File: src/mte_pkg.sv
// package: types, codes and letter tables of the multi-tap text entry block
package mte_pkg;

  localparam int unsigned TEXT_DEPTH_DEF = 32;
  localparam int unsigned LEN_W          = 6;
  localparam int unsigned POS_W          = 6;
  localparam int unsigned TICK_W         = 16;
  localparam int unsigned TAP_W          = 3;
  localparam int unsigned KEY_W          = 4;
  localparam int unsigned CHAR_W         = 8;

  localparam logic [TICK_W-1:0] TIMEOUT_RST = 16'd1000;

  localparam logic            OP_TICK        = 1'b0;
  localparam logic            OP_KEY         = 1'b1;
  localparam logic [KEY_W-1:0] KEY_ONE        = 4'd1;
  localparam logic [KEY_W-1:0] KEY_LAST_DIGIT = 4'd9;
  localparam logic [KEY_W-1:0] KEY_BACK       = 4'd10;
  localparam logic [KEY_W-1:0] KEY_SEND       = 4'd11;
  localparam logic [KEY_W-1:0] NO_KEY         = 4'd15;

  typedef enum logic [2:0] {
    ACT_APPEND  = 3'd0,
    ACT_REPLACE = 3'd1,
    ACT_DELETE  = 3'd2,
    ACT_SENT    = 3'd3,
    ACT_EMPTY   = 3'd4,
    ACT_DROP    = 3'd5
  } action_e;

  typedef struct packed {
    logic item_load;
    logic exec;
    logic run_read;
    logic run_emit;
  } mte_cmd_t;

  typedef struct packed {
    logic needs_slot;
    logic run;
    logic slot_free;
    logic run_last;
  } mte_status_t;

  function automatic logic [TAP_W-1:0] letter_count(input logic [KEY_W-1:0] key);
    logic [TAP_W-1:0] n;
    case (key)
      4'd0:    n = 3'd2;
      4'd7:    n = 3'd5;
      4'd9:    n = 3'd5;
      4'd1:    n = 3'd1;
      default: n = 3'd4;
    endcase
    return n;
  endfunction

  function automatic logic [CHAR_W-1:0] letter_of(input logic [KEY_W-1:0] key,
                                                 input logic [TAP_W-1:0] tap);
    logic [CHAR_W-1:0] c;
    c = 8'h00;
    case (key)
      4'd0: c = (tap == 3'd0) ? 8'h20 : "0";
      4'd2: case (tap) 3'd0: c = "A"; 3'd1: c = "B"; 3'd2: c = "C"; default: c = "2"; endcase
      4'd3: case (tap) 3'd0: c = "D"; 3'd1: c = "E"; 3'd2: c = "F"; default: c = "3"; endcase
      4'd4: case (tap) 3'd0: c = "G"; 3'd1: c = "H"; 3'd2: c = "I"; default: c = "4"; endcase
      4'd5: case (tap) 3'd0: c = "J"; 3'd1: c = "K"; 3'd2: c = "L"; default: c = "5"; endcase
      4'd6: case (tap) 3'd0: c = "M"; 3'd1: c = "N"; 3'd2: c = "O"; default: c = "6"; endcase
      4'd7: case (tap)
              3'd0: c = "P"; 3'd1: c = "Q"; 3'd2: c = "R"; 3'd3: c = "S";
              default: c = "7";
            endcase
      4'd8: case (tap) 3'd0: c = "T"; 3'd1: c = "U"; 3'd2: c = "V"; default: c = "8"; endcase
      4'd9: case (tap)
              3'd0: c = "W"; 3'd1: c = "X"; 3'd2: c = "Y"; 3'd3: c = "Z";
              default: c = "9";
            endcase
      default: c = 8'h00;
    endcase
    return c;
  endfunction

endpackage

File: src/mte_if.sv
// valid/ready channels for key items and result items
interface mte_in_if import mte_pkg::*; ();
  logic             valid;
  logic             ready;
  logic             op;
  logic [KEY_W-1:0] key;

  modport source (output valid, output op, output key, input ready);
  modport sink   (input valid, input op, input key, output ready);
endinterface

interface mte_out_if import mte_pkg::*; ();
  logic              valid;
  logic              ready;
  logic [2:0]        action;
  logic [CHAR_W-1:0] char_code;
  logic [POS_W-1:0]  position;
  logic              last;

  modport source (output valid, output action, output char_code, output position,
                  output last, input ready);
  modport sink   (input valid, input action, input char_code, input position,
                  input last, output ready);
endinterface

File: src/multitap_keypad_text_entry.sv
// top level of the multi-tap keypad text entry block
// Each input item (timer tick or key press) is taken in S_IDLE and executed in
// S_EXEC, where a key that yields a result waits for a free output slot. A new
// item is accepted while an earlier result still sits in the output register.
// A send run reads each character in S_RUN_RD and emits it in S_RUN_OUT once
// the output slot is free, as the text store has one registered read port; no
// item is taken mid-run. The text store needs no clearing after reset.
module multitap_keypad_text_entry import mte_pkg::*; #(
  parameter int unsigned TEXT_DEPTH = TEXT_DEPTH_DEF
) (
  input  logic              clk_i,
  input  logic              rst_ni,
  input  logic              cfg_we_i,
  input  logic [TICK_W-1:0] cfg_wdata_i,
  mte_in_if.sink            item_i,
  mte_out_if.source         result_o
);

  mte_cmd_t    cmd;
  mte_status_t status;
  action_e     action;

  mte_ctrl u_ctrl (
    .clk_i        (clk_i),
    .rst_ni       (rst_ni),
    .item_valid_i (item_i.valid),
    .item_ready_o (item_i.ready),
    .status_i     (status),
    .cmd_o        (cmd)
  );

  mte_dp #(
    .TEXT_DEPTH (TEXT_DEPTH)
  ) u_dp (
    .clk_i        (clk_i),
    .rst_ni       (rst_ni),
    .cfg_we_i     (cfg_we_i),
    .cfg_wdata_i  (cfg_wdata_i),
    .item_op_i    (item_i.op),
    .item_key_i   (item_i.key),
    .cmd_i        (cmd),
    .status_o     (status),
    .out_ready_i  (result_o.ready),
    .out_valid_o  (result_o.valid),
    .out_action_o (action),
    .out_char_o   (result_o.char_code),
    .out_pos_o    (result_o.position),
    .out_last_o   (result_o.last)
  );

  assign result_o.action = action;

endmodule

File: src/mte_ram.sv
// generic simple dual-port ram with registered read
module mte_ram #(
  parameter int unsigned WIDTH = 8,
  parameter int unsigned DEPTH = 32,
  localparam int unsigned AW   = $clog2(DEPTH)
) (
  input  logic             clk_i,
  input  logic             we_i,
  input  logic [AW-1:0]    waddr_i,
  input  logic [WIDTH-1:0] wdata_i,
  input  logic             re_i,
  input  logic [AW-1:0]    raddr_i,
  output logic [WIDTH-1:0] rdata_o
);

  logic [WIDTH-1:0] mem_q [DEPTH];
  logic [WIDTH-1:0] rdata_q;

  always_ff @(posedge clk_i) begin
    if (we_i) begin
      mem_q[waddr_i] <= wdata_i;
    end
    if (re_i) begin
      rdata_q <= mem_q[raddr_i];
    end
  end

  assign rdata_o = rdata_q;

endmodule

File: src/mte_ctrl.sv
// control state machine: item intake, execution and send runs
module mte_ctrl import mte_pkg::*; (
  input  logic        clk_i,
  input  logic        rst_ni,
  input  logic        item_valid_i,
  output logic        item_ready_o,
  input  mte_status_t status_i,
  output mte_cmd_t    cmd_o
);

  typedef enum logic [1:0] {
    S_IDLE,
    S_EXEC,
    S_RUN_RD,
    S_RUN_OUT
  } state_e;

  state_e state_q, state_d;

  always_comb begin
    state_d = state_q;
    cmd_o   = '0;
    case (state_q)
      S_IDLE: begin
        if (item_valid_i) begin
          cmd_o.item_load = 1'b1;
          state_d         = S_EXEC;
        end
      end
      S_EXEC: begin
        if (!status_i.needs_slot || status_i.slot_free) begin
          cmd_o.exec = 1'b1;
          state_d    = status_i.run ? S_RUN_RD : S_IDLE;
        end
      end
      S_RUN_RD: begin
        cmd_o.run_read = 1'b1;
        state_d        = S_RUN_OUT;
      end
      S_RUN_OUT: begin
        if (status_i.slot_free) begin
          cmd_o.run_emit = 1'b1;
          state_d        = status_i.run_last ? S_IDLE : S_RUN_RD;
        end
      end
      default: state_d = S_IDLE;
    endcase
  end

  always_ff @(posedge clk_i or negedge rst_ni) begin
    if (!rst_ni) begin
      state_q <= S_IDLE;
    end else begin
      state_q <= state_d;
    end
  end

  assign item_ready_o = (state_q == S_IDLE);

endmodule

File: src/mte_dp.sv
// datapath: tap state, text store, length, timeout register and result register
module mte_dp import mte_pkg::*; #(
  parameter int unsigned TEXT_DEPTH = TEXT_DEPTH_DEF
) (
  input  logic              clk_i,
  input  logic              rst_ni,
  input  logic              cfg_we_i,
  input  logic [TICK_W-1:0] cfg_wdata_i,
  input  logic              item_op_i,
  input  logic [KEY_W-1:0]  item_key_i,
  input  mte_cmd_t          cmd_i,
  output mte_status_t       status_o,
  input  logic              out_ready_i,
  output logic              out_valid_o,
  output action_e           out_action_o,
  output logic [CHAR_W-1:0] out_char_o,
  output logic [POS_W-1:0]  out_pos_o,
  output logic              out_last_o
);

  localparam int unsigned AW = $clog2(TEXT_DEPTH);
  localparam logic [LEN_W-1:0] DEPTH_LEN = LEN_W'(TEXT_DEPTH);

  logic              op_q;
  logic [KEY_W-1:0]  key_q;
  logic [LEN_W-1:0]  len_q, len_d;
  logic [KEY_W-1:0]  prev_q, prev_d;
  logic [TAP_W-1:0]  tap_q, tap_d;
  logic [TICK_W-1:0] ticks_q, ticks_d;
  logic [TICK_W-1:0] timeout_q;
  logic [LEN_W-1:0]  idx_q, idx_d;
  logic              valid_q, valid_d;
  action_e           action_q, action_d;
  logic [CHAR_W-1:0] char_q, char_d;
  logic [POS_W-1:0]  pos_q, pos_d;
  logic              last_q, last_d;
  logic              load;

  logic              is_key, is_back, is_send, is_digit, is_repeat, len_zero, full;
  logic [TAP_W-1:0]  tap_inc, tap_rep;
  logic [CHAR_W-1:0] ch;
  logic [LEN_W-1:0]  len_m1;
  logic [TICK_W-1:0] ticks_inc;
  logic              run_last;

  logic              we;
  logic [AW-1:0]     waddr;
  logic [CHAR_W-1:0] rdata;

  assign is_key    = (op_q == OP_KEY);
  assign is_back   = is_key && (key_q == KEY_BACK);
  assign is_send   = is_key && (key_q == KEY_SEND);
  assign is_digit  = is_key && (key_q <= KEY_LAST_DIGIT) && (key_q != KEY_ONE);
  assign len_zero  = (len_q == '0);
  assign full      = (len_q >= DEPTH_LEN);
  assign is_repeat = is_digit && (prev_q == key_q) && !len_zero;
  assign tap_inc   = tap_q + TAP_W'(1);
  assign tap_rep   = (tap_inc == letter_count(key_q)) ? '0 : tap_inc;
  assign ch        = letter_of(key_q, is_repeat ? tap_rep : '0);
  assign len_m1    = len_q - LEN_W'(1);
  assign ticks_inc = (&ticks_q) ? ticks_q : ticks_q + TICK_W'(1);
  assign run_last  = (idx_q == len_m1);

  assign status_o.needs_slot = is_back || (is_send && len_zero) || is_digit;
  assign status_o.run        = is_send && !len_zero;
  assign status_o.slot_free  = !valid_q || out_ready_i;
  assign status_o.run_last   = run_last;

  always_comb begin
    len_d    = len_q;
    prev_d   = prev_q;
    tap_d    = tap_q;
    ticks_d  = ticks_q;
    idx_d    = idx_q;
    load     = 1'b0;
    action_d = action_q;
    char_d   = char_q;
    pos_d    = pos_q;
    last_d   = last_q;
    we       = 1'b0;
    waddr    = len_q[AW-1:0];
    if (cmd_i.exec) begin
      if (!is_key) begin
        ticks_d = ticks_inc;
        if (ticks_inc >= timeout_q) begin
          prev_d = NO_KEY;
          tap_d  = '0;
        end
      end else if (is_back) begin
        if (!len_zero) begin
          len_d = len_m1;
        end
        load     = 1'b1;
        action_d = ACT_DELETE;
        char_d   = '0;
        pos_d    = len_zero ? '0 : len_m1;
        last_d   = 1'b1;
        prev_d   = key_q;
        tap_d    = '0;
        ticks_d  = '0;
      end else if (is_send) begin
        prev_d  = key_q;
        tap_d   = '0;
        ticks_d = '0;
        idx_d   = '0;
        if (len_zero) begin
          load     = 1'b1;
          action_d = ACT_EMPTY;
          char_d   = '0;
          pos_d    = '0;
          last_d   = 1'b1;
        end
      end else if (is_digit) begin
        ticks_d = '0;
        load    = 1'b1;
        char_d  = ch;
        last_d  = 1'b1;
        if (is_repeat) begin
          tap_d    = tap_rep;
          we       = 1'b1;
          waddr    = len_m1[AW-1:0];
          action_d = ACT_REPLACE;
          pos_d    = len_m1;
        end else begin
          tap_d = '0;
          if (full) begin
            prev_d   = NO_KEY;
            action_d = ACT_DROP;
            pos_d    = DEPTH_LEN;
          end else begin
            we       = 1'b1;
            action_d = ACT_APPEND;
            pos_d    = len_q;
            len_d    = len_q + LEN_W'(1);
            prev_d   = key_q;
          end
        end
      end
    end
    if (cmd_i.run_emit) begin
      load     = 1'b1;
      action_d = ACT_SENT;
      char_d   = rdata;
      pos_d    = idx_q;
      last_d   = run_last;
      idx_d    = idx_q + LEN_W'(1);
      if (run_last) begin
        len_d = '0;
      end
    end
    if (load) begin
      valid_d = 1'b1;
    end else if (out_ready_i) begin
      valid_d = 1'b0;
    end else begin
      valid_d = valid_q;
    end
  end

  always_ff @(posedge clk_i or negedge rst_ni) begin
    if (!rst_ni) begin
      len_q     <= '0;
      prev_q    <= NO_KEY;
      tap_q     <= '0;
      ticks_q   <= '0;
      timeout_q <= TIMEOUT_RST;
      idx_q     <= '0;
      valid_q   <= 1'b0;
    end else begin
      len_q   <= len_d;
      prev_q  <= prev_d;
      tap_q   <= tap_d;
      ticks_q <= ticks_d;
      idx_q   <= idx_d;
      valid_q <= valid_d;
      if (cfg_we_i) begin
        timeout_q <= cfg_wdata_i;
      end
    end
  end

  always_ff @(posedge clk_i) begin
    if (cmd_i.item_load) begin
      op_q  <= item_op_i;
      key_q <= item_key_i;
    end
    action_q <= action_d;
    char_q   <= char_d;
    pos_q    <= pos_d;
    last_q   <= last_d;
  end

  mte_ram #(
    .WIDTH (CHAR_W),
    .DEPTH (TEXT_DEPTH)
  ) u_text_ram (
    .clk_i   (clk_i),
    .we_i    (we),
    .waddr_i (waddr),
    .wdata_i (ch),
    .re_i    (cmd_i.run_read),
    .raddr_i (idx_q[AW-1:0]),
    .rdata_o (rdata)
  );

  assign out_valid_o  = valid_q;
  assign out_action_o = action_q;
  assign out_char_o   = char_q;
  assign out_pos_o    = pos_q;
  assign out_last_o   = last_q;

endmodule

File: src/flat_wrapper.sv
// flat-port wrapper written by rule: the top's interface ports become plain ports
module multitap_keypad_text_entry_flat import mte_pkg::*;
#(
  parameter int unsigned TEXT_DEPTH = TEXT_DEPTH_DEF
)
  (clk_i, rst_ni, cfg_we_i, cfg_wdata_i, item_i_valid, item_i_op, item_i_key, item_i_ready, result_o_valid, result_o_action, result_o_char_code, result_o_position, result_o_last, result_o_ready);
  mte_in_if item_i_i ();
  mte_out_if result_o_i ();
  input  logic clk_i;
  input  logic rst_ni;
  input  logic cfg_we_i;
  input  logic [TICK_W-1:0] cfg_wdata_i;
  input wire logic [$bits(item_i_i.valid)-1:0] item_i_valid;
  input wire logic [$bits(item_i_i.op)-1:0] item_i_op;
  input wire logic [$bits(item_i_i.key)-1:0] item_i_key;
  output wire logic [$bits(item_i_i.ready)-1:0] item_i_ready;
  output wire logic [$bits(result_o_i.valid)-1:0] result_o_valid;
  output wire logic [$bits(result_o_i.action)-1:0] result_o_action;
  output wire logic [$bits(result_o_i.char_code)-1:0] result_o_char_code;
  output wire logic [$bits(result_o_i.position)-1:0] result_o_position;
  output wire logic [$bits(result_o_i.last)-1:0] result_o_last;
  input wire logic [$bits(result_o_i.ready)-1:0] result_o_ready;
  assign item_i_i.valid = item_i_valid;
  assign item_i_i.op = item_i_op;
  assign item_i_i.key = item_i_key;
  assign item_i_ready = item_i_i.ready;
  assign result_o_valid = result_o_i.valid;
  assign result_o_action = result_o_i.action;
  assign result_o_char_code = result_o_i.char_code;
  assign result_o_position = result_o_i.position;
  assign result_o_last = result_o_i.last;
  assign result_o_i.ready = result_o_ready;
  multitap_keypad_text_entry #(.TEXT_DEPTH(TEXT_DEPTH)) u_core (.clk_i(clk_i), .rst_ni(rst_ni), .cfg_we_i(cfg_we_i), .cfg_wdata_i(cfg_wdata_i), .item_i(item_i_i), .result_o(result_o_i));
endmodule
File: config.mk
export PLATFORM = sky130hd
export DESIGN_NAME = multitap_keypad_text_entry_flat
export DESIGN_NICKNAME = d
export VERILOG_FILES = /design/src/mte_pkg.sv /design/src/mte_if.sv /design/src/multitap_keypad_text_entry.sv /design/src/mte_ram.sv /design/src/mte_ctrl.sv /design/src/mte_dp.sv /design/src/flat_wrapper.sv
export SDC_FILE = /design/constraint.sdc
export NUM_CORES = 1
export LEC_CHECK = 0
export BUFFER_PORTS_ARGS = -buffer_cell sky130_fd_sc_hd__buf_2
export CAP_MARGIN = 20
export CORE_MARGIN = 8
export CORE_UTILIZATION = 67
export DETAILED_ROUTE_END_ITERATION = 10
export GPL_ROUTABILITY_DRIVEN = 0
export PLACE_DENSITY = 0.9
export SETUP_SLACK_MARGIN = 0.15
export SYNTH_ARGS = -nofsm -noshare
export SYNTH_HDL_FRONTEND = slang
export SYNTH_SLANG_ARGS = --single-unit
File: constraint.sdc
create_clock -name clk_i -period 6 [get_ports clk_i]
set_input_delay 1.8 -clock clk_i [delete_from_list [all_inputs] [get_ports clk_i]]
set_output_delay 1.8 -clock clk_i [all_outputs]
set_load 0.02 [all_outputs]
==> out/summary.log <==
qor: status.run_status completed
qor: yosys.synth.area.top_cells sky130_fd_sc_hd__edfxtp_1 (53%), sky130_fd_sc_hd__mux4_2 (11%), sky130_fd_sc_hd__dfrtp_1 (7.8%), sky130_fd_sc_hd__nand2_1 (2.0%), sky130_fd_sc_hd__nor2_1 (2.0%)
qor: cts.number_of_buffers_created_by_cts 30
qor: yosys.synth.largest_area_cell sky130_fd_sc_hd__edfxtp_1
qor: detailed_routing.detailedRoute.firstIterationViolations 969
qor: critical_path.rr_worst_depth 15
qor: timing.maxSlewHeadroom 26.09%
qor: timing.setup_viol 0
qor: yosys.edff_count_synth 250
qor: power_and_ir_drop.netSwitchingFraction 32.30%
qor: detailed_routing.route.detailed.vias_per_inst 6.812
qor: min_path.hold_path_class register to register
qor: die.row_count 53
qor: power_and_ir_drop.cellPowerDensity 434.3 nW/um^2
qor: cts.clk_path_buf_depth 3
qor: min_path.worst_hold_path.num_cells 2
qor: critical_path.crit_path_max_fanout 12
qor: yosys.share_of_flip_flops_with_an_asynchronous_set_or_reset_after_synthesis 17.59%
qor: detailed_routing.routed.top_layer met4
qor: cells_and_area.layout_commonest_cell sky130_fd_sc_hd__edfxtp_1
qor: min_path.hold_path_startpoint u_core.u_dp.out_action_o[0]$_SDFFE_PP1P_
qor: cts.cts_hold_buffers 0
qor: global_route.first_global_vias 8915
qor: power_and_ir_drop.internal-power 4595 uW
qor: timing.finClkSkew 0.01264 ns
qor: cts.tritoncts done
qor: critical_path.critical_path.startpoint_type register
qor: min_path.timing.hold.worst_endpoint u_core.u_dp.out_action_o[0]$_SDFFE_PP1P_
qor: cts.clock_tree.root_cell sky130_fd_sc_hd__clkbuf_16
qor: yosys.synth_seq_cells 307
qor: cts.cts_post_setup_buffers_inserted 0
qor: global_route.global_route.overflow_total 0
qor: flow_run.max-cap-violations 0
qor: placed_design.post_dp_cell_area 14620 um^2
qor: detailed_routing.detailroute.via_count 8972
qor: power_and_ir_drop.total_power 6787 uW
qor: detailed_routing.drc_errors 0
qor: detailed_routing.post_drt_wl_per_cell 25.20 um
qor: detailed_routing.met2_routed_length 16.48 mm
qor: cells_and_area.stdcell_area 15630 um^2
qor: critical_path.critPathLaunch u_core.u_dp.ticks_q[0]$_DFFE_PN0P_
qor: placed_design.dp_hpwl 20.99 mm
qor: global_route.antenna_violations_before_repair 0
qor: placed_design.io_buffer_count 44
qor: die.area_of_the_die 26070 um^2
qor: critical_path.rr_endpoint u_core.u_dp.prev_q[1]$_DFFE_PN1P_
qor: timing.highest_achievable_clock_rate 231.8 MHz
qor: timing.max_slew.worst_pin.slew 1.109 ns
qor: global_route.grt_pass1_wl 52.14 mm
qor: power_and_ir_drop.clock_group_share_of_total_power 27.7%
qor: cts.clock_sink_count 307
qor: power_and_ir_drop.power_switching 2192 uW
qor: critical_path.critPathArrivalTime 4.81 ns
qor: timing.totalNegativeSetupSlack 0 ns
qor: detailed_routing.routed_wl 33.19 mm
qor: power_and_ir_drop.seqPwrFrac 42.9%
qor: die.initial_utilization 67.87%
qor: cells_and_area.areaGrowthSynthToFinish 10.24%
qor: detailed_routing.wl_met3 2.749 mm
qor: yosys.netlist_area 14180 um^2
qor: timing.hold_violation_count_in_the_final_report 0
qor: cells_and_area.most_used_cells_in_the_layout_excluding_fill_and_tap_cells sky130_fd_sc_hd__edfxtp_1 (250), sky130_fd_sc_hd__nand2_1 (77), sky130_fd_sc_hd__nor2_1 (77)
qor: detailed_routing.drt_first_pass_iters 8
qor: power_and_ir_drop.worst_ir_drop_vdd 0.2886 mV
qor: cts.insertion_delay 0.57 ns
qor: timing.unrepaired_setup_endpoints_after_global_routing false
qor: global_route.global_route_usage_over_all_layers 25.80%
qor: critical_path.endpoint_kind register
qor: power_and_ir_drop.p_comb_share 29.3%
qor: timing.report.final.slew_viol_count 0
qor: detailed_routing.detail_route.wirelength.met1 12.95 mm
qor: cts.cts-htree-levels 1
qor: cells_and_area.diodes 0
qor: die.boundary_pins 46
qor: cells_and_area.drive_gt1_share 21.88%
qor: die.core-area 20890 um^2
qor: detailed_routing.detail-route-antenna-nets 0
qor: timing.timing.hold.ws 0.4593 ns
qor: yosys.postSynth.topFlopCell sky130_fd_sc_hd__edfxtp_1
qor: timing.final.min_clock_period 4.314 ns
qor: yosys.synth.avg_cell_area 14.26 um^2
qor: die.die_h 161.5 um
qor: critical_path.path_class register to register
qor: die.floorplan.die.width 161.5 um
qor: cts.clkSlewWorstSetupHoldPaths 0.07 ns
qor: yosys.synthDominantCellAreaShare 52.95%
qor: yosys.synth.yosys.seq_area_share 63.00%
qor: yosys.synth_cell_type_count 79
qor: critical_path.critical_path.reg2reg.startpoint u_core.u_dp.ticks_q[0]$_DFFE_PN0P_
qor: power_and_ir_drop.leakagePower 0.005337 uW
qor: yosys.synthesis.instances 994
qor: cells_and_area.final_nets 1072
qor: cts.cts-resized-gates 0
qor: timing.layout_worst_path_cycle_share 71.90%
qor: yosys.syn_nets 1043
qor: critical_path.r2r_setup_slack 1.69 ns
qor: critical_path.worst_ep_required_time 6.49 ns
qor: yosys.synth.yosys.warnings 0
qor: global_route.grt_max_degree 63
[per-stage QoR]
stage,setup WS [ns],util [%],std cells
after floorplan,2.040,-,994
after global placement,1.784,70.00,1265
after detailed placement,1.631,70.00,1265
after CTS,1.714,74.69,1316
after global routing,1.414,74.82,1317
final,1.686,74.82,1317
[Yosys cell counts, drive strengths merged (6+ instances only)]
cell type and count:
nand4 9, buf 23, mux4 70, clkbuf 36
edfxtp 250, o21a 9, nand3 30, nor3 17
xor2 9, a21oi 42, inv 25, nand2 77
dfstp 10, and2 6, nand2b 7, nor2 78
mux2 24, a31oi 10, or3 16, o21ai 63
dfrtp 44, and3 7, nor2b 8, ha 23
xnor2 19, a21o 6
[worst max-delay path, stage by stage, from the launching register on]
cell and delay (ns):
sky130_fd_sc_hd__dfrtp_1 0.46, sky130_fd_sc_hd__ha_1 0.28, sky130_fd_sc_hd__nand3_1 0.09, sky130_fd_sc_hd__or3_1 0.44
sky130_fd_sc_hd__or3_1 0.52, sky130_fd_sc_hd__nand4_1 0.36, sky130_fd_sc_hd__or3_1 0.17, sky130_fd_sc_hd__nand2_1 0.06
sky130_fd_sc_hd__ha_1 0.32, sky130_fd_sc_hd__a21oi_1 0.12, sky130_fd_sc_hd__o21ai_0 0.12, sky130_fd_sc_hd__nor3_1 0.15
sky130_fd_sc_hd__o21ai_0 0.13, sky130_fd_sc_hd__a2111o_1 0.43, sky130_fd_sc_hd__nand3_1 0.22, sky130_fd_sc_hd__mux2_2 0.38
[kinds of logic after synthesis]
logic type	synth area share (%)
AOI/OAI and AO/OA	7.705
xor gates and xnor gates	1.730
adders and majority gates	2.030
buffers and inverters	2.551
DFF	63.00
muxes	13.24
other	0.02645
and+or+nand+nor	9.726
[routing by layer]
metal / vias to the layer above / GRT usage, %
met4: 0 / 7.828
met3: 79 / 3.996
li1: 3891 / -
met5: - / 0
met2: 540 / 43.64
met1: 4462 / 34.16
[final cells by class]
| type | instances | area, um^2 |
|---|---|---|
| Sequential cell | 307 | 8936 |
| Clock buffer | 39 | 794.5 |
| Clock inverter | 12 | 183.9 |
| Multi-Input combinational cell | 602 | 4940 |
| Inverter | 26 | 100.1 |
| Timing Repair Buffer | 56 | 330.3 |
| Fill cell | 1203 | 5260 |
| Tap cell | 275 | 344.1 |
[power groups by stage]
| stage | clock (uW) | combinational (uW) | sequential (uW) |
|---|---|---|---|
| after floorplan | 0 | 1480 | 2820 |
| after global placement | 0 | 1870 | 2940 |
| after detailed placement | 0 | 1940 | 2950 |
| after CTS | 1900 | 1970 | 2910 |
| after global routing | 1970 | 2130 | 2940 |
| final | 1880 | 1990 | 2910 |
[worst max-delay path by stage]
stage                                                          to  slack [ns]
global placement    u_core.u_dp.u_text_ram.mem_q[21][5]$_DFFE_PP_        1.78
floorplan            u_core.u_dp.u_text_ram.mem_q[0][5]$_DFFE_PP_        2.04
detailed placement  u_core.u_dp.u_text_ram.mem_q[12][5]$_DFFE_PP_        1.63
global route                    u_core.u_dp.prev_q[1]$_DFFE_PN1P_        1.41
finish                          u_core.u_dp.prev_q[1]$_DFFE_PN1P_        1.69
CTS                             u_core.u_dp.prev_q[1]$_DFFE_PN1P_        1.71
[sequential cells by signal (all words and copies together), names as in the netlist]
signal                          count
u_core.u_dp.key_q                   4
u_core.u_dp.u_text_ram.rdata_o      7
u_core.u_dp.out_valid_o             1
u_core.u_dp.idx_q                   6
u_core.u_dp.out_pos_o               6
u_core.u_dp.out_last_o              1
u_core.u_dp.ticks_q                16
u_core.u_ctrl.state_q               2
u_core.u_dp.timeout_q              16
u_core.u_dp.tap_q                   3
u_core.u_dp.out_char_o              7
u_core.u_dp.out_action_o            3
u_core.u_dp.u_text_ram.mem_q      224
u_core.u_dp.len_q                   6
u_core.u_dp.is_key                  1
u_core.u_dp.prev_q                  4
Power figures use the tool's default switching activity.
